`src/rtl/i2cram_pkg.sv`:
```
package i2cram_pkg;

  // Width of the half-bit phase counter.
  localparam int unsigned TickW = 16;
  // Compare width: wide enough for the counter plus one and for a phase length.
  localparam int unsigned CmpW = ((TickW > 16) ? TickW : 16) + 1;

  // Depth of the request queue between front and sequencer.
  localparam int unsigned QDepth = 2;
  localparam int unsigned QPtrW = (QDepth > 1) ? $clog2(QDepth) : 1;
  localparam int unsigned QCntW = $clog2(QDepth + 1);

  localparam int unsigned CfgIdxW = 2;
  localparam int unsigned CfgDataW = 16;

  localparam logic [CfgIdxW-1:0] CFG_DEV_ADDR  = 2'd0;
  localparam logic [CfgIdxW-1:0] CFG_PHASE     = 2'd1;
  localparam logic [CfgIdxW-1:0] CFG_ACK_LIMIT = 2'd2;

  localparam logic [1:0] OP_WRITE = 2'd1;
  localparam logic [1:0] OP_READ  = 2'd2;

  localparam logic [15:0] PhaseTicksReset = 16'd5;
  localparam logic [7:0]  AckLimitReset   = 8'd200;
  localparam logic [7:0]  MsbMask         = 8'h80;

  typedef enum logic [1:0] {
    CMD_NONE  = 2'd0,
    CMD_WRITE = 2'd1,
    CMD_READ  = 2'd2
  } cmd_e;

  typedef struct packed {
    cmd_e       cmd;
    logic [7:0] reg_addr;
    logic [7:0] write_data;
    logic       sda_in;
  } tick_item_t;

  typedef struct packed {
    logic                en;
    logic [CfgIdxW-1:0]  idx;
    logic [CfgDataW-1:0] data;
  } cfg_wr_t;

endpackage

```
`src/rtl/i2cram_req_if.sv`:
```
interface i2cram_req_if;
  logic       valid;
  logic       ready;
  logic [1:0] op;
  logic [7:0] reg_addr;
  logic [7:0] write_data;
  logic       sda_in;

  modport source (output valid, op, reg_addr, write_data, sda_in, input ready);
  modport sink (input valid, op, reg_addr, write_data, sda_in, output ready);
endinterface

```
`src/rtl/i2cram_rsp_if.sv`:
```
interface i2cram_rsp_if;
  logic       valid;
  logic       ready;
  logic       scl_out;
  logic       sda_out;
  logic       busy_res;
  logic       done_res;
  logic [7:0] read_data;
  logic       nack_seen;

  modport source (output valid, scl_out, sda_out, busy_res, done_res, read_data,
                  nack_seen, input ready);
  modport sink (input valid, scl_out, sda_out, busy_res, done_res, read_data,
                nack_seen, output ready);
endinterface

```
`src/rtl/i2cram_front.sv`:
```
module i2cram_front (
  input  logic                   clk_i,
  input  logic                   rst_ni,
  i2cram_req_if.sink             req,
  output logic                   q_valid_o,
  output i2cram_pkg::tick_item_t q_item_o,
  input  logic                   q_pop_i
);
  import i2cram_pkg::*;

  tick_item_t       mem_q [QDepth];
  logic [QPtrW-1:0] wr_ptr_q, wr_ptr_d;
  logic [QPtrW-1:0] rd_ptr_q, rd_ptr_d;
  logic [QCntW-1:0] cnt_q, cnt_d;
  logic             push;
  logic             pop;
  tick_item_t       item;

  // Op code three means nothing, like op zero.
  always_comb begin
    item.reg_addr   = req.reg_addr;
    item.write_data = req.write_data;
    item.sda_in     = req.sda_in;
    case (req.op)
      OP_WRITE: item.cmd = CMD_WRITE;
      OP_READ:  item.cmd = CMD_READ;
      default:  item.cmd = CMD_NONE;
    endcase
  end

  assign req.ready = (cnt_q != QCntW'(QDepth));
  assign push      = req.valid && req.ready;
  assign pop       = q_pop_i && (cnt_q != '0);
  assign q_valid_o = (cnt_q != '0);
  assign q_item_o  = mem_q[rd_ptr_q];

  always_comb begin
    wr_ptr_d = wr_ptr_q;
    rd_ptr_d = rd_ptr_q;
    if (push) begin
      wr_ptr_d = (wr_ptr_q == QPtrW'(QDepth - 1)) ? '0 : wr_ptr_q + 1'b1;
    end
    if (pop) begin
      rd_ptr_d = (rd_ptr_q == QPtrW'(QDepth - 1)) ? '0 : rd_ptr_q + 1'b1;
    end
    cnt_d = cnt_q + QCntW'(push) - QCntW'(pop);
  end

  always_ff @(posedge clk_i or negedge rst_ni) begin
    if (!rst_ni) begin
      wr_ptr_q <= '0;
      rd_ptr_q <= '0;
      cnt_q    <= '0;
    end else begin
      wr_ptr_q <= wr_ptr_d;
      rd_ptr_q <= rd_ptr_d;
      cnt_q    <= cnt_d;
    end
  end

  always_ff @(posedge clk_i) begin
    if (push) begin
      mem_q[wr_ptr_q] <= item;
    end
  end

endmodule

```
`src/rtl/i2cram_seq.sv`:
```
module i2cram_seq (
  input  logic                   clk_i,
  input  logic                   rst_ni,
  input  i2cram_pkg::cfg_wr_t    cfg_i,
  input  logic                   q_valid_i,
  input  i2cram_pkg::tick_item_t q_item_i,
  output logic                   q_pop_o,
  i2cram_rsp_if.source           rsp
);
  import i2cram_pkg::*;

  localparam logic [4:0] PH_IDLE    = 5'd0;
  localparam logic [4:0] PH_ST_A    = 5'd1;
  localparam logic [4:0] PH_ST_B    = 5'd2;
  localparam logic [4:0] PH_ST_C    = 5'd3;
  localparam logic [4:0] PH_TX_LO   = 5'd4;
  localparam logic [4:0] PH_TX_HI   = 5'd5;
  localparam logic [4:0] PH_AK_LO   = 5'd6;
  localparam logic [4:0] PH_AK_HI   = 5'd7;
  localparam logic [4:0] PH_AK_POLL = 5'd8;
  localparam logic [4:0] PH_AK_END  = 5'd9;
  localparam logic [4:0] PH_RS_LO   = 5'd10;
  localparam logic [4:0] PH_RX_LO   = 5'd11;
  localparam logic [4:0] PH_RX_HI   = 5'd12;
  localparam logic [4:0] PH_NK_LO   = 5'd13;
  localparam logic [4:0] PH_NK_HI   = 5'd14;
  localparam logic [4:0] PH_SP_A    = 5'd15;
  localparam logic [4:0] PH_SP_B    = 5'd16;
  localparam logic [4:0] PH_SP_C    = 5'd17;

  // Configuration registers.
  logic [6:0]  dev_addr_q;
  logic [15:0] phase_ticks_q;
  logic [7:0]  ack_limit_q;

  // Sequencer state.
  logic [4:0]       phase_q, phase_d;
  logic [3:0]       bit_idx_q, bit_idx_d;
  logic [7:0]       shift_q, shift_d;
  logic [TickW-1:0] tick_q, tick_d;
  logic [7:0]       ackw_q, ackw_d;
  logic             is_wr_q, is_wr_d;
  logic [7:0]       reg_q, reg_d;
  logic [7:0]       data_q, data_d;
  logic [7:0]       rx_q, rx_d;
  logic             nack_q, nack_d;
  logic [1:0]       slot_q, slot_d;

  // Result register.
  logic       out_valid_q;
  logic       scl_q, sda_q, busy_q, done_q;
  logic       scl_d, sda_d, done_d;

  logic             step;
  logic             pe;
  logic [15:0]      plen;
  logic [CmpW-1:0]  tick_plus;
  logic [TickW-1:0] tick_pe;
  logic [3:0]       bit_inc;
  logic [7:0]       rx_shift;

  function automatic logic [7:0] tx_byte(input logic [1:0] slot, input logic is_wr,
                                         input logic [7:0] rg, input logic [7:0] dat,
                                         input logic [6:0] dev);
    logic [7:0] b;
    if (slot == 2'd0) begin
      b = {dev, 1'b0};
    end else if (slot == 2'd1) begin
      b = rg;
    end else if (is_wr) begin
      b = dat;
    end else begin
      b = {dev, 1'b1};
    end
    return b;
  endfunction

  // A new tick is taken whenever the result register is free or being drained.
  assign step    = q_valid_i && (!out_valid_q || rsp.ready);
  assign q_pop_o = step;

  // Phase timer: a zero length counts as one tick, and a full counter ends the phase.
  assign plen      = (phase_ticks_q == '0) ? 16'd1 : phase_ticks_q;
  assign tick_plus = CmpW'(tick_q) + CmpW'(1);
  assign pe        = (tick_plus >= CmpW'(plen)) || (tick_q == '1);
  assign tick_pe   = pe ? '0 : tick_plus[TickW-1:0];
  assign bit_inc   = bit_idx_q + 4'd1;
  assign rx_shift  = {shift_q[6:0], q_item_i.sda_in};

  always_comb begin
    phase_d   = phase_q;
    bit_idx_d = bit_idx_q;
    shift_d   = shift_q;
    tick_d    = tick_q;
    ackw_d    = ackw_q;
    is_wr_d   = is_wr_q;
    reg_d     = reg_q;
    data_d    = data_q;
    rx_d      = rx_q;
    nack_d    = nack_q;
    slot_d    = slot_q;
    done_d    = 1'b0;

    case (phase_q)
      PH_IDLE: begin
        if (q_item_i.cmd == CMD_WRITE || q_item_i.cmd == CMD_READ) begin
          is_wr_d   = (q_item_i.cmd == CMD_WRITE);
          reg_d     = q_item_i.reg_addr;
          data_d    = q_item_i.write_data;
          nack_d    = 1'b0;
          slot_d    = 2'd0;
          tick_d    = '0;
          ackw_d    = '0;
          bit_idx_d = '0;
          phase_d   = PH_ST_A;
        end
      end
      PH_ST_A: begin
        tick_d = tick_pe;
        if (pe) phase_d = PH_ST_B;
      end
      PH_ST_B: begin
        tick_d = tick_pe;
        if (pe) phase_d = PH_ST_C;
      end
      PH_ST_C: begin
        tick_d = tick_pe;
        if (pe) begin
          shift_d   = tx_byte(slot_q, is_wr_q, reg_q, data_q, dev_addr_q);
          bit_idx_d = '0;
          phase_d   = PH_TX_LO;
        end
      end
      PH_TX_LO: begin
        tick_d = tick_pe;
        if (pe) phase_d = PH_TX_HI;
      end
      PH_TX_HI: begin
        tick_d = tick_pe;
        if (pe) begin
          shift_d   = {shift_q[6:0], 1'b0};
          bit_idx_d = bit_inc;
          phase_d   = (bit_inc >= 4'd8) ? PH_AK_LO : PH_TX_LO;
        end
      end
      PH_AK_LO: begin
        tick_d = tick_pe;
        if (pe) phase_d = PH_AK_HI;
      end
      PH_AK_HI: begin
        tick_d = tick_pe;
        if (pe) begin
          ackw_d  = '0;
          phase_d = PH_AK_POLL;
        end
      end
      PH_AK_POLL: begin
        if (!q_item_i.sda_in) begin
          phase_d = PH_AK_END;
        end else if (ackw_q >= ack_limit_q) begin
          nack_d  = 1'b1;
          phase_d = PH_AK_END;
        end else begin
          ackw_d = ackw_q + 8'd1;
        end
        tick_d = '0;
      end
      PH_AK_END: begin
        tick_d = tick_pe;
        if (pe) begin
          if (slot_q == 2'd0) begin
            slot_d    = 2'd1;
            shift_d   = tx_byte(2'd1, is_wr_q, reg_q, data_q, dev_addr_q);
            bit_idx_d = '0;
            phase_d   = PH_TX_LO;
          end else if (slot_q == 2'd1) begin
            slot_d = 2'd2;
            if (is_wr_q) begin
              shift_d   = tx_byte(2'd2, is_wr_q, reg_q, data_q, dev_addr_q);
              bit_idx_d = '0;
              phase_d   = PH_TX_LO;
            end else begin
              phase_d = PH_RS_LO;
            end
          end else if (is_wr_q) begin
            phase_d = PH_SP_A;
          end else begin
            shift_d   = '0;
            bit_idx_d = '0;
            phase_d   = PH_RX_LO;
          end
        end
      end
      PH_RS_LO: begin
        tick_d = tick_pe;
        if (pe) phase_d = PH_ST_A;
      end
      PH_RX_LO: begin
        tick_d = tick_pe;
        if (pe) phase_d = PH_RX_HI;
      end
      PH_RX_HI: begin
        tick_d = tick_pe;
        if (pe) begin
          shift_d   = rx_shift;
          bit_idx_d = bit_inc;
          if (bit_inc >= 4'd8) begin
            rx_d    = rx_shift;
            phase_d = PH_NK_LO;
          end else begin
            phase_d = PH_RX_LO;
          end
        end
      end
      PH_NK_LO: begin
        tick_d = tick_pe;
        if (pe) phase_d = PH_NK_HI;
      end
      PH_NK_HI: begin
        tick_d = tick_pe;
        if (pe) phase_d = PH_SP_A;
      end
      PH_SP_A: begin
        tick_d = tick_pe;
        if (pe) phase_d = PH_SP_B;
      end
      PH_SP_B: begin
        tick_d = tick_pe;
        if (pe) phase_d = PH_SP_C;
      end
      PH_SP_C: begin
        tick_d = tick_pe;
        if (pe) begin
          phase_d = PH_IDLE;
          done_d  = 1'b1;
        end
      end
      default: begin
        phase_d = PH_IDLE;
        tick_d  = '0;
      end
    endcase
  end

  // Line levels follow the phase that the tick leaves the sequencer in.
  always_comb begin
    scl_d = 1'b1;
    sda_d = 1'b1;
    case (phase_d)
      PH_ST_B: sda_d = 1'b0;
      PH_ST_C: begin
        scl_d = 1'b0;
        sda_d = 1'b0;
      end
      PH_TX_LO: begin
        scl_d = 1'b0;
        sda_d = |(shift_d & MsbMask);
      end
      PH_TX_HI: sda_d = |(shift_d & MsbMask);
      PH_AK_LO, PH_RS_LO, PH_RX_LO, PH_NK_LO: scl_d = 1'b0;
      PH_SP_A: begin
        scl_d = 1'b0;
        sda_d = 1'b0;
      end
      PH_SP_B: sda_d = 1'b0;
      default: begin
        scl_d = 1'b1;
        sda_d = 1'b1;
      end
    endcase
  end

  always_ff @(posedge clk_i or negedge rst_ni) begin
    if (!rst_ni) begin
      dev_addr_q    <= '0;
      phase_ticks_q <= PhaseTicksReset;
      ack_limit_q   <= AckLimitReset;
    end else if (cfg_i.en) begin
      case (cfg_i.idx)
        CFG_DEV_ADDR:  dev_addr_q    <= cfg_i.data[6:0];
        CFG_PHASE:     phase_ticks_q <= cfg_i.data[15:0];
        CFG_ACK_LIMIT: ack_limit_q   <= cfg_i.data[7:0];
        default: ;
      endcase
    end
  end

  always_ff @(posedge clk_i or negedge rst_ni) begin
    if (!rst_ni) begin
      phase_q   <= PH_IDLE;
      bit_idx_q <= '0;
      shift_q   <= '0;
      tick_q    <= '0;
      ackw_q    <= '0;
      is_wr_q   <= 1'b0;
      reg_q     <= '0;
      data_q    <= '0;
      rx_q      <= '0;
      nack_q    <= 1'b0;
      slot_q    <= '0;
    end else if (step) begin
      phase_q   <= phase_d;
      bit_idx_q <= bit_idx_d;
      shift_q   <= shift_d;
      tick_q    <= tick_d;
      ackw_q    <= ackw_d;
      is_wr_q   <= is_wr_d;
      reg_q     <= reg_d;
      data_q    <= data_d;
      rx_q      <= rx_d;
      nack_q    <= nack_d;
      slot_q    <= slot_d;
    end
  end

  always_ff @(posedge clk_i or negedge rst_ni) begin
    if (!rst_ni) begin
      out_valid_q <= 1'b0;
    end else if (step) begin
      out_valid_q <= 1'b1;
    end else if (rsp.ready) begin
      out_valid_q <= 1'b0;
    end
  end

  always_ff @(posedge clk_i) begin
    if (step) begin
      scl_q  <= scl_d;
      sda_q  <= sda_d;
      busy_q <= (phase_d != PH_IDLE);
      done_q <= done_d;
    end
  end

  assign rsp.valid     = out_valid_q;
  assign rsp.scl_out   = scl_q;
  assign rsp.sda_out   = sda_q;
  assign rsp.busy_res  = busy_q;
  assign rsp.done_res  = done_q;
  assign rsp.read_data = rx_q;
  assign rsp.nack_seen = nack_q;

endmodule

```
`src/rtl/i2c_register_access_master_top.sv`:
```
// Tick-driven I2C master for single-register write and read transactions.
// Every request on the req channel is one bus tick: the sampled SDA level and
// an optional command (register write or register read). Every request yields
// exactly one response on the rsp channel: the SCL and SDA drive levels after
// that tick, busy and done flags, the last received byte and the sticky NACK
// flag. Commands that arrive while a transaction is running are ignored.
// Configuration (device address, ticks per half-bit phase, ack poll limit) is
// written through the cfg port; the user must write it only while the block is
// idle; the block itself does not enforce this. A front stage takes requests
// into a two-entry queue; the sequencer pops one request per cycle while the
// output register is free or being drained, and writes its response into that
// register. A request passes through the queue and then the output register
// before its response is valid on rsp. When the receiver stalls, the response
// holds and the queue absorbs up to two more requests before req.ready drops.
// Reset returns the sequencer to idle and loads the config reset values; the
// SCL and SDA drive registers are not reset.
module i2c_register_access_master_top (
  input  logic                               clk_i,
  input  logic                               rst_ni,
  input  logic                               cfg_we_i,
  input  logic [i2cram_pkg::CfgIdxW-1:0]     cfg_idx_i,
  input  logic [i2cram_pkg::CfgDataW-1:0]    cfg_data_i,
  i2cram_req_if.sink                         req,
  i2cram_rsp_if.source                       rsp
);
  import i2cram_pkg::*;

  cfg_wr_t    cfg;
  logic       q_valid;
  logic       q_pop;
  tick_item_t q_item;

  assign cfg.en   = cfg_we_i;
  assign cfg.idx  = cfg_idx_i;
  assign cfg.data = cfg_data_i;

  i2cram_front u_front (
    .clk_i     (clk_i),
    .rst_ni    (rst_ni),
    .req       (req),
    .q_valid_o (q_valid),
    .q_item_o  (q_item),
    .q_pop_i   (q_pop)
  );

  i2cram_seq u_seq (
    .clk_i     (clk_i),
    .rst_ni    (rst_ni),
    .cfg_i     (cfg),
    .q_valid_i (q_valid),
    .q_item_i  (q_item),
    .q_pop_o   (q_pop),
    .rsp       (rsp)
  );

  // An accepted request is waiting in the queue on the next cycle.
  a_req_queued: assert property (@(posedge clk_i) disable iff (!rst_ni)
    (req.valid && req.ready) |=> q_valid)
    else $error("accepted request missing from queue");

  // The sequencer only steps when a request is queued.
  a_pop_needs_item: assert property (@(posedge clk_i) disable iff (!rst_ni)
    q_pop |-> q_valid)
    else $error("sequencer stepped on an empty queue");

  // Done marks the end of a transaction, so busy is already low with it.
  a_done_not_busy: assert property (@(posedge clk_i) disable iff (!rst_ni)
    (rsp.valid && rsp.done_res) |-> !rsp.busy_res)
    else $error("done reported while busy");

endmodule
```
`src/flat_wrapper.sv`:
```
// flat-port wrapper written by rule: the top's interface ports become plain ports
module i2c_register_access_master_top_flat import i2cram_pkg::*;
  (clk_i, rst_ni, cfg_we_i, cfg_idx_i, cfg_data_i, req_valid, req_op, req_reg_addr, req_write_data, req_sda_in, req_ready, rsp_valid, rsp_scl_out, rsp_sda_out, rsp_busy_res, rsp_done_res, rsp_read_data, rsp_nack_seen, rsp_ready);
  i2cram_req_if req_i ();
  i2cram_rsp_if rsp_i ();
  input  logic clk_i;
  input  logic rst_ni;
  input  logic cfg_we_i;
  input  logic [i2cram_pkg::CfgIdxW-1:0] cfg_idx_i;
  input  logic [i2cram_pkg::CfgDataW-1:0] cfg_data_i;
  input wire logic [$bits(req_i.valid)-1:0] req_valid;
  input wire logic [$bits(req_i.op)-1:0] req_op;
  input wire logic [$bits(req_i.reg_addr)-1:0] req_reg_addr;
  input wire logic [$bits(req_i.write_data)-1:0] req_write_data;
  input wire logic [$bits(req_i.sda_in)-1:0] req_sda_in;
  output wire logic [$bits(req_i.ready)-1:0] req_ready;
  output wire logic [$bits(rsp_i.valid)-1:0] rsp_valid;
  output wire logic [$bits(rsp_i.scl_out)-1:0] rsp_scl_out;
  output wire logic [$bits(rsp_i.sda_out)-1:0] rsp_sda_out;
  output wire logic [$bits(rsp_i.busy_res)-1:0] rsp_busy_res;
  output wire logic [$bits(rsp_i.done_res)-1:0] rsp_done_res;
  output wire logic [$bits(rsp_i.read_data)-1:0] rsp_read_data;
  output wire logic [$bits(rsp_i.nack_seen)-1:0] rsp_nack_seen;
  input wire logic [$bits(rsp_i.ready)-1:0] rsp_ready;
  assign req_i.valid = req_valid;
  assign req_i.op = req_op;
  assign req_i.reg_addr = req_reg_addr;
  assign req_i.write_data = req_write_data;
  assign req_i.sda_in = req_sda_in;
  assign req_ready = req_i.ready;
  assign rsp_valid = rsp_i.valid;
  assign rsp_scl_out = rsp_i.scl_out;
  assign rsp_sda_out = rsp_i.sda_out;
  assign rsp_busy_res = rsp_i.busy_res;
  assign rsp_done_res = rsp_i.done_res;
  assign rsp_read_data = rsp_i.read_data;
  assign rsp_nack_seen = rsp_i.nack_seen;
  assign rsp_i.ready = rsp_ready;
  i2c_register_access_master_top u_core (.clk_i(clk_i), .rst_ni(rst_ni), .cfg_we_i(cfg_we_i), .cfg_idx_i(cfg_idx_i), .cfg_data_i(cfg_data_i), .req(req_i), .rsp(rsp_i));
endmodule
```
`config.mk`:
```
export PLATFORM = sky130hd
export DESIGN_NAME = i2c_register_access_master_top_flat
export DESIGN_NICKNAME = d
export VERILOG_FILES = /design/src/rtl/i2cram_pkg.sv /design/src/rtl/i2cram_req_if.sv /design/src/rtl/i2cram_rsp_if.sv /design/src/rtl/i2cram_front.sv /design/src/rtl/i2cram_seq.sv /design/src/rtl/i2c_register_access_master_top.sv /design/src/flat_wrapper.sv
export SDC_FILE = /design/constraint.sdc
export NUM_CORES = 1
export LEC_CHECK = 0
export ABC_AREA = 1
export BUFFER_PORTS_ARGS = -buffer_cell sky130_fd_sc_hd__buf_2
export CAP_MARGIN = 10
export CORE_UTILIZATION = 50
export CTS_CLUSTER_SIZE = 10
export DETAILED_ROUTE_END_ITERATION = 16
export GPL_TIMING_DRIVEN = 0
export PLACE_DENSITY = 0.68
export SYNTH_ARGS = -nofsm -noshare
export SYNTH_HDL_FRONTEND = slang
export SYNTH_SLANG_ARGS = --single-unit
```
`constraint.sdc`:
```
create_clock -name clk_i -period 3.8 [get_ports clk_i]
set_clock_uncertainty 0.1 [all_clocks]
set_input_delay 0.19 -clock clk_i [delete_from_list [all_inputs] [get_ports clk_i]]
set_output_delay 0.19 -clock clk_i [all_outputs]
set_load 0.01 [all_outputs]
```
# Word level (Yosys, flattened, before mapping)
# Memories as Yosys holds them, arrays and structs flattened.
# Cells that the tools add are included.
[word_totals]
ram_bits = 38
out_inout_bits = 15
romBits = 0
input_bits = 42
latch_bits = 0
ff_bits = 109
word_cells = 193
n_memories = 1
[mem_list]
columns = ["name", "depth", "word_bits", "rd", "rd_ports_with_merged_regs", "wr", "line", "text"]
rows = [
  ["u_core.u_front.mem_q", 2, 19, 1, 0, 1, "i2cram_front.sv:11", "tick_item_t mem_q [QDepth];"],
]
[op_classes]
addsub = 7
mul = 0
n_lt_le_gt_ge = 3
n_div = 0
reduce_logical = 35
n_eq_ne = 49
n_bitwise = 0
n_mux = 75
shifts = 0
[op_table]
columns = ["cell", "count"]
rows = [
  ["2-to-1 mux 8 bit", 15],
  ["2-to-1 mux 5 bit", 21],
  ["one-hot mux 5 bit (18 select lines)", 1],
  ["equality test 5 x 4 -> 1 bit, second input constant", 12],
  ["2-to-1 mux 16 bit", 3],
  ["2-to-1 mux 4 bit", 9],
  ["equality test 5 x 3 -> 1 bit, second input constant", 7],
  ["one-hot mux 16 bit (2 select lines)", 1],
  ["one-hot mux 8 bit (4 select lines)", 1],
  ["one-hot mux 8 bit (3 select lines)", 1],
  ["equality test 5 x 2 -> 1 bit, second input constant", 4],
  ["inequality test 2 bit, second input constant", 10],
  ["adder 16 x 1 -> 17 bit, second input constant", 1],
  ["greater-or-equal comparator 17 x 16 -> 1 bit", 1],
  ["equality test 16 bit, second input constant", 1],
  ["logical NOT 16 bit", 1],
  ["one-hot mux 4 bit (4 select lines)", 1],
  ["AND reduction 8 bit", 2],
  ["OR reduction 16 bit", 1],
  ["equality test 5 bit, second input constant", 3],
  ["2-to-1 mux 1 bit", 11],
  ["2-to-1 mux 2 bit", 5],
  ["AND reduction 5 bit", 2],
  ["adder 8 x 1 -> 8 bit, second input constant", 1],
  ["other kinds (31)", 54],
]

# Depth between registers and ports, before layout
# Gate-level depths: netlist of run 1.
[logic_depth]
word_depth = 9
ltp_mapped = 30
depth_no_buf = 30

# Hierarchy
# Synthesis of run 1 repeated with hierarchy kept, for this count alone.
[unflattened]
hier_cells = 997
hier_area_um2 = 8150.3
[by_module_without_submodules]
columns = ["module", "n_inst", "area_per_inst_um2", "seq_area_each_um2", "cells_per_inst"]
rows = [
  ["i2cram_seq", 1, 6500.0, 2653.8, 862],
  ["i2cram_front", 1, 1650.3, 1241.2, 135],
]

# Worst setup path before layout of run 1
# OpenSTA, ideal clock, no wires.
[synth_timing]
kind = "register to register"
startpoint = "reg u_core.u_seq.tick_q[0]"
endpoint = "reg u_core.u_seq.sda_q (netlist: u_core.u_seq.rsp.sda_out), data pin"
n_path_buf = 1
setup_time_ps = 253
t_arrival_ps = 3064
slack_ps = 383
path_stages_with_launch = 27
t_required_ps = 3447
synth_period_minus_slack_ps = 3417
cell_sequence = "dfrtp_1 > nand3_1 > nor2_1 > nand4_1 > nor2_1 > inv_1 > nor2_1 > nand2_1 > nor2_1 > nand2_1 > xor2_1 > inv_1 > ha_1 > nand2_1 > nor2_1 > nand3_1 > nor2_1 > nand2_4 > nand2_8 > inv_4 > buf_12 > o21ai_4 > nand2_4 > nor2_4 > nand2_1 > nand3_1 > nand2_1"
[synth_between]
elab_chain_len = 8
elab_cells_between_ends = 35
classes_between = "add/sub (1); order compare (1); eq/ne (7); mux (23); reduce/logical (3)"
[synth_lines]
columns = ["element", "line", "text"]
rows = [
  ["start, declared", "i2cram_seq.sv:40", "logic [TickW-1:0] tick_q, tick_d;"],
  ["start signal, assigned", "i2cram_seq.sv:305", "tick_q <= tick_d;"],
  ["adder 16 x 1 -> 17 bit", "i2cram_seq.sv:84", "assign tick_plus = CmpW'(tick_q) + CmpW'(1);"],
  ["greater-or-equal comparator 17 x 16 -> 1 bit", "i2cram_seq.sv:85", "assign pe = (tick_plus >= CmpW'(plen)) || (tick_q == '1);"],
  ["logical OR 1 bit (*)", "i2cram_seq.sv:85", ""],
  ["2-to-1 mux 5 bit (tied with other cells)", "i2cram_seq.sv:233", "if (pe) begin"],
  ["one-hot mux 5 bit (18 select lines)", "i2cram_seq.sv:104", "case (phase_q)"],
  ["equality test 5 bit (tied with other cells)", "i2cram_seq.sv:249", "case (phase_d)"],
  ["OR reduction 4 bit (no line) or OR reduction 2 bit (tied branches)", "-", ""],
  ["one-hot mux 1 bit (2 select lines) (*)", "i2cram_seq.sv:249", ""],
  ["net u_core.u_seq.sda_d", "i2cram_seq.sv:52", "logic scl_d, sda_d, done_d;"],
  ["end signal, assigned", "i2cram_seq.sv:329", "sda_q <= sda_d;"],
  ["end, declared", "i2cram_seq.sv:51", "logic scl_q, sda_q, busy_q, done_q;"],
]
# The timed path passes the listed nets; every way through them passes the cells marked *. The select of a mux whose other input is x is not followed.
# A chain may end at the register's enable or synchronous reset.

# Worst setup path after layout of run 1
[layout_timing]
startpoint = "reg u_core.u_seq.tick_q[2]"
endpoint = "reg u_core.u_seq.scl_q (netlist: u_core.u_seq.rsp.scl_out), data pin"
[layout_between]
elab_chain_len = 8
elab_cells_between_ends = 30
classes_between = "add/sub (1); order compare (1); eq/ne (8); mux (18); reduce/logical (2)"
[layout_lines]
columns = ["element", "line", "text"]
rows = [
  ["adder 16 x 1 -> 17 bit", "i2cram_seq.sv:84", ""],
  ["greater-or-equal comparator 17 x 16 -> 1 bit", "i2cram_seq.sv:85", ""],
  ["logical OR 1 bit (*)", "i2cram_seq.sv:85", ""],
  ["2-to-1 mux 5 bit (tied with other cells)", "i2cram_seq.sv:233", ""],
  ["one-hot mux 5 bit (18 select lines) (*)", "i2cram_seq.sv:104", ""],
  ["equality test 5 x 4 -> 1 bit (tied with other cells)", "i2cram_seq.sv:249", ""],
  ["OR reduction 7 bit (no line) (*)", "-", ""],
  ["2-to-1 mux 1 bit (*)", "i2cram_seq.sv:249", ""],
  ["net u_core.u_seq.scl_d", "i2cram_seq.sv:52", ""],
  ["end signal, assigned", "i2cram_seq.sv:328", "scl_q <= scl_d;"],
  ["end, declared", "i2cram_seq.sv:51", ""],
]
# The timed path passes the listed nets; every way through them passes the cells marked *.

==> flow_metrics.env, run 1 <==
export IMPL_status="finished clean"
export IMPL_crit_slowest_cell="dfrtp_1"
export IMPL_die_y_um=129.5
export IMPL_die_x_um=129.5
export IMPL_fin_worst_hold_slack_ns=0.03804
export IMPL_cts_tree="done"
export IMPL_p_sw_mw=2.306
export IMPL_drtIter0Drc=393
export IMPL_synth_ff_type="dfrtp_1"
export IMPL_peakVddDrop_mv=0.5034
export IMPL_worst_slew_pin_slew_ns=0.7003
export IMPL_place_congestion=0.8955
export IMPL_area_growth_pct=23.62
export IMPL_hold_class="primary input to register"
export IMPL_routed_via_density=5.107
export IMPL_finalNetCount=1123
export IMPL_core_area_um2=15890
export IMPL_timing_rr_start="u_core.u_seq.tick_q[2]"
export IMPL_synth_area_um2=8132
export IMPL_path_clk_slew_ns=0.06
export IMPL_floorplan_initialDensity_pct=51.19
export IMPL_route_detailed_drc=0
export IMPL_grt_pass1_wl_um=30620
export IMPL_setup_viol=0
export IMPL_clock_sinks=147
export IMPL_core_rowCount=46
export IMPL_clkLatencyLatePin_ns=0.43
export IMPL_crit_path_end_kind="register"
export IMPL_wirelength_um=18770
export IMPL_slew_headroom_pct=52.82
export IMPL_final_cells=1280
export IMPL_period_share_pct=98.30
export IMPL_drt_first_pass_iters=5
export IMPL_layout_drive_gt1_share_pct=23.31
export IMPL_syn_avg_cell_area_um2=8.858
export IMPL_antenna_found_initial=0
export IMPL_synth_cells=918
export IMPL_p_int_mw=3.746
export IMPL_hold_viol=0
export IMPL_synth_edf_count=42
export IMPL_pwr_share_clk_pct=28.8
export IMPL_rrSetupSlack_ns=0.06
export IMPL_power_share_switching_pct=38.10
export IMPL_ys_seq_elements=147
export IMPL_max_freq_mhz=267.7
export IMPL_grt_remaining_overflow=0
export IMPL_cts_root_buf="clkbuf_16"
export IMPL_final_max_slew_viol_count=0
export IMPL_synth_distinct_cells=64
export IMPL_cap_viol_max_count=0
export IMPL_p_leak_nw=4.673
export IMPL_hold_end="u_core.u_seq.phase_ticks_q[3]"
export IMPL_port_buffers=56
export IMPL_yosys_warnings=0
export IMPL_critPathRequiredTime_ns=3.89
export IMPL_cp_start_kind="register"
export IMPL_critPathKind="register to register"
export IMPL_avgRoutedWirePerCell_um=14.67
export IMPL_die_area_um2=16780
export IMPL_ys_seq_area_share_pct=47.90
export IMPL_report_power_total_mw=6.051
export IMPL_cts_buffer_depth=2
export IMPL_boundaryPins=57
export IMPL_p_comb_share_pct=35.1
export IMPL_period_minus_slack_ns=3.735
export IMPL_seqPwrFrac_pct=36.1
export IMPL_powerDensity_nw_per_um2=602.0
export IMPL_ant_nets=0
export IMPL_final_fill_count=1387
export IMPL_grt_pass1_vias=6256
export IMPL_grt_use_total_pct=23.85
export IMPL_cts_buffers=17
export IMPL_h_tree_depth=4
export IMPL_diodes=0
export IMPL_hp_start="cfg_data_i[3]"
export IMPL_grt_max_degree=62
export IMPL_max_stage_delay_ns=0.40
export IMPL_rsz0062_at_grt="true"
export IMPL_arrival_ns=3.82
export IMPL_vias=6537
export IMPL_r2r_cells=28
export IMPL_path_common_cell="inv_2"
export IMPL_synth_nets=990
export IMPL_critPathMaxFanout=7
export IMPL_dpl_cell_count=1193
export IMPL_synth_async_reset_ratio_pct=71.43
export IMPL_min_path_cells=3
export IMPL_place_hpwl_um=13080
export IMPL_rr_endpoint="u_core.u_seq.rsp.scl_out"
## power by group through the flow
stage / clock network (mW) / registers, mW / logic [mW]
after floorplan: 0 / 2.17 / 1.46
after global placement: 0 / 2.20 / 1.96
after detailed placement: 0 / 2.21 / 2.01
after CTS: 1.77 / 2.18 / 2.08
after global routing: 1.83 / 2.22 / 2.39
final: 1.74 / 2.18 / 2.13
## per-layer routing
metal  vias up  global-route usage [%]  share of wire, %
met5         -                       0                 0
met4         0                   8.960               2.2
met3        34                   4.666               4.1
met2       133                   38.08                48
met1      3062                   32.27                46
li1       3308                       -                 -
## cell families after synthesis
logic type	synth area share [%]
mux	0.6309
flops	47.90
buf+inv	8.463
xor+xnor	1.939
compound gates	12.48
fa+ha+maj	4.616
simple gates	23.97
## cells in the mapped netlist, types with 4 or more instances
master | count | area [µm²]
nand2_1 | 194 | 728.2
inv_1 | 114 | 427.9
dfrtp_1 | 100 | 2502
nor2_1 | 68 | 255.2
o21ai_0 | 62 | 310.3
edfxtp_1 | 42 | 1261
nand3_1 | 34 | 170.2
ha_1 | 30 | 375.4
a21oi_1 | 27 | 135.1
inv_2 | 21 | 78.83
a31oi_1 | 17 | 106.4
xor2_1 | 16 | 140.1
nand2_2 | 14 | 87.58
clkbuf_1 | 13 | 48.80
nor2_2 | 13 | 81.33
o22ai_1 | 13 | 81.33
nand4_1 | 11 | 68.82
o21ai_1 | 11 | 55.05
nor2_4 | 9 | 101.4
nand2_4 | 8 | 90.09
nand3_2 | 7 | 70.07
nor3_1 | 7 | 35.03
o211ai_1 | 7 | 52.55
inv_4 | 6 | 37.54
dfstp_2 | 5 | 131.4
nor4_1 | 5 | 31.28
o221ai_1 | 5 | 43.79
mux2i_1 | 4 | 40.04
o31ai_2 | 4 | 50.05
## critical path, delay by kind of cell (launching register included)
kind                       cells  cell delay, ns
and+or+nand+nor               20            2.22
AOI/OAI and AO/OA              1            0.11
adders and majority gates      1            0.22
DFF                            1            0.40
xor gates and xnor gates       1            0.18
buffers and inverters          5            0.25
## what timing repair did
action,4_1_cts,5_1_grt
pin swaps,2,21
hold buffers,38,0
hold endpoints to repair,106,0
buffers inserted,4,13
endpoints found under the setup margin,32,42
gates resized for setup,10,35
## state kept, by name, indices dropped and copies added (netlist names), 2 cells and up
name	cells
u_core.u_front.mem_q	38
u_core.u_seq.rsp.read_data	8
u_core.u_seq.bit_idx_q	4
u_core.u_seq.slot_q	2
u_core.u_seq.reg_q	8
u_core.u_seq.ackw_q	8
u_core.u_seq.dev_addr_q	7
u_core.u_seq.shift_q	8
u_core.u_front.cnt_q	2
u_core.u_seq.ack_limit_q	8
u_core.u_seq.phase_q	5
u_core.u_seq.phase_ticks_q	16
u_core.u_seq.tick_q	16
u_core.u_seq.data_q	8
## cells in the final DEF, fill, tap and decap left out, types with 25 or more instances in the layout
cell type and n:
a21oi_1 27, buf_2 58, dfrtp_1 100, dlygate4sd3_1 38, edfxtp_1 42, ha_1 28, inv_1 110, inv_2 25
nand2_1 187, nand3_1 29, nor2_1 61, o21ai_0 60
## area by class of cell
| cell class | count | area [µm²] | area share [%] |
|---|---|---|---|
| timing repair buffer | 114 | 852.1 | 8.477 |
| inverter | 144 | 563.0 | 5.601 |
| multi-input combinational | 605 | 3727 | 37.08 |
| clock inverter | 14 | 177.7 | 1.767 |
| buffer | 22 | 137.6 | 1.369 |
| tap | 216 | 270.3 | 2.689 |
| sequential | 147 | 3895 | 38.75 |
| clock buffer | 18 | 429.2 | 4.269 |
## through the flow
| step | utilization [%] | instance area (µm²) | setup TNS (ns) | worst slack, ns |
|---|---|---|---|---|
| global placement | 54.66 | 8682 | -0.4723 | -0.1664 |
| global route | 63.28 | 10050 | -2.028 | -0.2021 |
| floorplan | - | 8132 | 0 | 0.3832 |
| finish | 63.28 | 10050 | 0 | 0.06458 |
| CTS | 61.74 | 9807 | 0 | 0.007601 |
| detailed placement | 55.06 | 8747 | -1.487 | -0.2215 |
## worst max path at each step
stage                                       from  slack (ns)                       end
final                     u_core.u_seq.tick_q[2]        0.06  u_core.u_seq.rsp.scl_out
after floorplan           u_core.u_seq.tick_q[0]        0.38  u_core.u_seq.rsp.sda_out
after detailed placement  u_core.u_seq.tick_q[0]       -0.22  u_core.u_seq.rsp.scl_out
after global routing      u_core.u_seq.tick_q[2]       -0.20  u_core.u_seq.rsp.sda_out
after CTS                 u_core.u_seq.tick_q[2]       0.008  u_core.u_seq.rsp.sda_out
after global placement    u_core.u_seq.tick_q[0]       -0.17  u_core.u_seq.rsp.sda_out
Note: power is estimated with default switching activity, not from simulation.
==> run 2, diff against run 1 <==
--- a/config.mk
+++ b/config.mk
@@ -8,11 +8,14 @@
 export ABC_AREA = 1
 export BUFFER_PORTS_ARGS = -buffer_cell sky130_fd_sc_hd__buf_2
 export CAP_MARGIN = 10
+export CORE_MARGIN = 2
 export CORE_UTILIZATION = 50
 export CTS_CLUSTER_SIZE = 10
 export DETAILED_ROUTE_END_ITERATION = 16
 export GPL_TIMING_DRIVEN = 0
+export HOLD_SLACK_MARGIN = 0.08
 export PLACE_DENSITY = 0.68
 export SYNTH_ARGS = -nofsm -noshare
 export SYNTH_HDL_FRONTEND = slang
+export SYNTH_HIERARCHICAL = 1
 export SYNTH_SLANG_ARGS = --single-unit
==> flow_metrics.env, run 2 <==
export IMPL_grt_pass1_wl_um=33130
export IMPL_drtIter0Drc=376
export IMPL_synth_nets=1068
export IMPL_layout_common_cells="nand2_1 (262), inv_1 (122), dfrtp_1 (97)"
export IMPL_yosys_warnings=6
export IMPL_grt_pass1_vias=6804
export IMPL_clock_sinks=147
export IMPL_report_power_total_mw=5.970
export IMPL_cap_viol_max_count=0
export IMPL_reg_top3="u_core/u_front/mem_q (38), u_core/u_seq/phase_ticks_q (16), u_core/u_seq/tick_q (16)"
export IMPL_core_rowCount=46
export IMPL_place_congestion=0.9331
export IMPL_die_x_um=131.7
export IMPL_antenna_found_initial=0
export IMPL_port_buffers=56
export IMPL_route_detailed_drc=0
export IMPL_cts_buffer_depth=2
export IMPL_synth_async_reset_ratio_pct=71.43
export IMPL_critPathRequiredTime_ns=3.88
export IMPL_ys_seq_area_share_pct=47.79
export IMPL_slew_headroom_pct=31.18
export IMPL_cts_buffers=17
export IMPL_timing_rr_start="u_core/u_seq/tick_q[0]"
export IMPL_finalNetCount=1214
export IMPL_die_area_um2=17340
export IMPL_fin_worst_hold_slack_ns=0.1535
export IMPL_final_max_slew_viol_count=0
export IMPL_largest_reg_flops=38
export IMPL_status="finished clean"
export IMPL_area_growth_pct=26.83
export IMPL_hp_start="cfg_we_i"
export IMPL_layout_commonest_cell="nand2_1"
export IMPL_synth_ff_type="dfrtp_1"
export IMPL_synth_common_cells="nand2_1 (276), inv_1 (124), dfrtp_1 (100), nor2_1 (78), o21ai_0 (68)"
export IMPL_largest_register="u_core/u_front/mem_q"
export IMPL_worst_slew_pin_slew_ns=1.031
export IMPL_peakVddDrop_mv=0.4139
export IMPL_yosysTopAreaCellShare_pct=30.70
export IMPL_synth_area_um2=8150
export IMPL_cp_start_kind="register"
export IMPL_powerDensity_nw_per_um2=577.5
export IMPL_setup_viol=0
export IMPL_ant_nets=0
export IMPL_rsz0062_at_grt="true"
export IMPL_grt_use_total_pct=23.91
export IMPL_stdcell_area_um2=10340
export IMPL_yosysMostFrequentCell="nand2_1"
export IMPL_grt_max_degree=66
export IMPL_synth_cells=997
export IMPL_post_dp_cell_area_um2=8748
export IMPL_wirelength_um=20360
export IMPL_syn_avg_cell_area_um2=8.175
export IMPL_synth_edf_count=42
export IMPL_period_minus_slack_ns=3.741
export IMPL_critPathMaxFanout=5
export IMPL_path_clk_slew_ns=0.07
export IMPL_period_share_pct=98.44
export IMPL_synth_distinct_cells=48
export IMPL_core_area_um2=15890
export IMPL_floorplan_initialDensity_pct=51.31
export IMPL_ys_seq_elements=147
export IMPL_layout_drive_gt1_share_pct=23.01
export IMPL_critPathKind="register to register"
export IMPL_final_fill_count=1348
export IMPL_cp_startpoint="u_core/u_seq/tick_q[0]"
export IMPL_p_leak_nw=5.035
export IMPL_cts_root_buf="clkbuf_16"
export IMPL_place_hpwl_um=13960
export IMPL_vias=7205
export IMPL_crit_path_end_kind="register"
export IMPL_arrival_ns=3.82
export IMPL_boundaryPins=57
export IMPL_setup_tns_ns=0
export IMPL_diodes=0
export IMPL_drt_first_pass_iters=5
export IMPL_cts_tree="done"
export IMPL_synth_area_leaders="dfrtp_1 (31%), edfxtp_1 (15%), nand2_1 (13%), inv_1 (5.7%), ha_1 (4.5%)"
export IMPL_hold_viol=0
export IMPL_pre_cts_slack_ns=-0.3632
export IMPL_max_freq_mhz=267.3
export IMPL_avgRoutedWirePerCell_um=14.84
export IMPL_synth_top_area_cell="dfrtp_1"
export IMPL_grt_remaining_overflow=0
export IMPL_die_y_um=131.7
export IMPL_hold_class="primary input to register"
export IMPL_clkLatencyLatePin_ns=0.43
export IMPL_h_tree_depth=4
export IMPL_setup_ws_ns=0.05924
export IMPL_routed_via_density=5.251
run 2: cell types whose count changed after synthesis, moves of 5 or more:
cell     previous run  this run
inv_1             114       124
xor2_1             16        10
o21ai_0            62        68
nor2_1             68        78
a31oi_1            17         1
a21oi_1            27        42
nand3_1            34        47
nand2_2            14         9
nand2_1           194       276
nand4_1            11         5
inv_4               6         0
nand2_4             8         3
run 2: timing repair:
| item | 4_1_cts | 5_1_grt |
|---|---|---|
| cloned | 0 | 0 |
| setup buffers | 6 | 26 |
| endpoints found under the hold margin | 113 | 0 |
| endpoints found under the setup margin | 46 | 47 |
| resized for setup | 8 | 82 |
| pin swaps | 4 | 46 |
| hold buffers | 39 | 0 |
run 2: cell type report:
class	instances	area, µm²	share of cell area [%]
plain buffers	23	153.9	1.489
clock buffers	17	425.4	4.115
clock inverters	15	190.2	1.840
inverters	150	575.6	5.568
multi-input cells	677	3847	37.22
flip-flops and latches	147	3899	37.71
well taps	216	270.3	2.614
repair buffers	127	975.9	9.441
run 2: path summary, 6_finish.rpt:
path / cells after the start / to / slack (ns)
worst max-delay path: 24 / u_core/u_seq/rsp.sda_out / 0.06
worst min-delay path: 4 / u_core/u_seq/phase_ticks_q[8] / 0.15
worst max register to register: 24 / u_core/u_seq/rsp.sda_out / 0.06
worst min register to register: 2 / u_core/u_seq/rsp.read_data[2] / 0.38
max in group asynchronous: 3 / u_core/u_seq/shift_q[7] / 2.69
min in group asynchronous: 2 / u_core/u_seq/ackw_q[6] / 0.19
run 2: cells by family (layout without fill, tap and decap cells):
logic type / Yosys count / after routing / share of synthesized area, %
and+or+nand+nor: 471 / 471 / 26.31
buffers and inverters: 173 / 332 / 8.781
AOI/OAI and AO/OA: 165 / 165 / 11.34
DFF: 147 / 147 / 47.79
adders and majority gates: 29 / 29 / 4.452
xor gates and xnor gates: 11 / 11 / 1.182
muxes: 1 / 1 / 0.1382
run 2: worst max-delay path: stages, from the launching register on:
cell     delay [ns]
dfrtp_2        0.44
ha_4           0.16
nand2_4        0.06
nor2_4         0.14
nand2_4        0.09
nor3_4         0.28
xor2_2         0.20
inv_2          0.06
ha_4           0.28
nand2_4        0.06
buf_6          0.12
nor4_4         0.26
nand2_2        0.12
nand3_4        0.13
buf_12         0.13
buf_6          0.10
nand2_2        0.04
nand3_2        0.07
nand2_2        0.07
nor2_4         0.13
nand3_4        0.12
nor2_4         0.14
nand2_1        0.06
nand2_1        0.06
o21ai_1        0.06
run 2: through the flow:
stage                     instances  utilization (%)
after floorplan                 997                -
after global placement         1269            54.77
after detailed placement       1271            55.07
after CTS                      1348            61.93
after global routing           1372            65.08
final                          1372            65.08
run 2: layer usage:
layer | part of all wire (%) | global-route usage [%]
met1 | 45 | 32.07
met3 | 5.1 | 4.977
met2 | 47 | 38.25
met4 | 3.1 | 9.179
met5 | 0 | 0
run 2: where the power goes:
group / switching [mW] / total, mW / internal (mW)
combinational: 1.37 / 2.08 / 0.712
clock: 0.755 / 1.70 / 0.945
sequential: 0.204 / 2.19 / 1.99
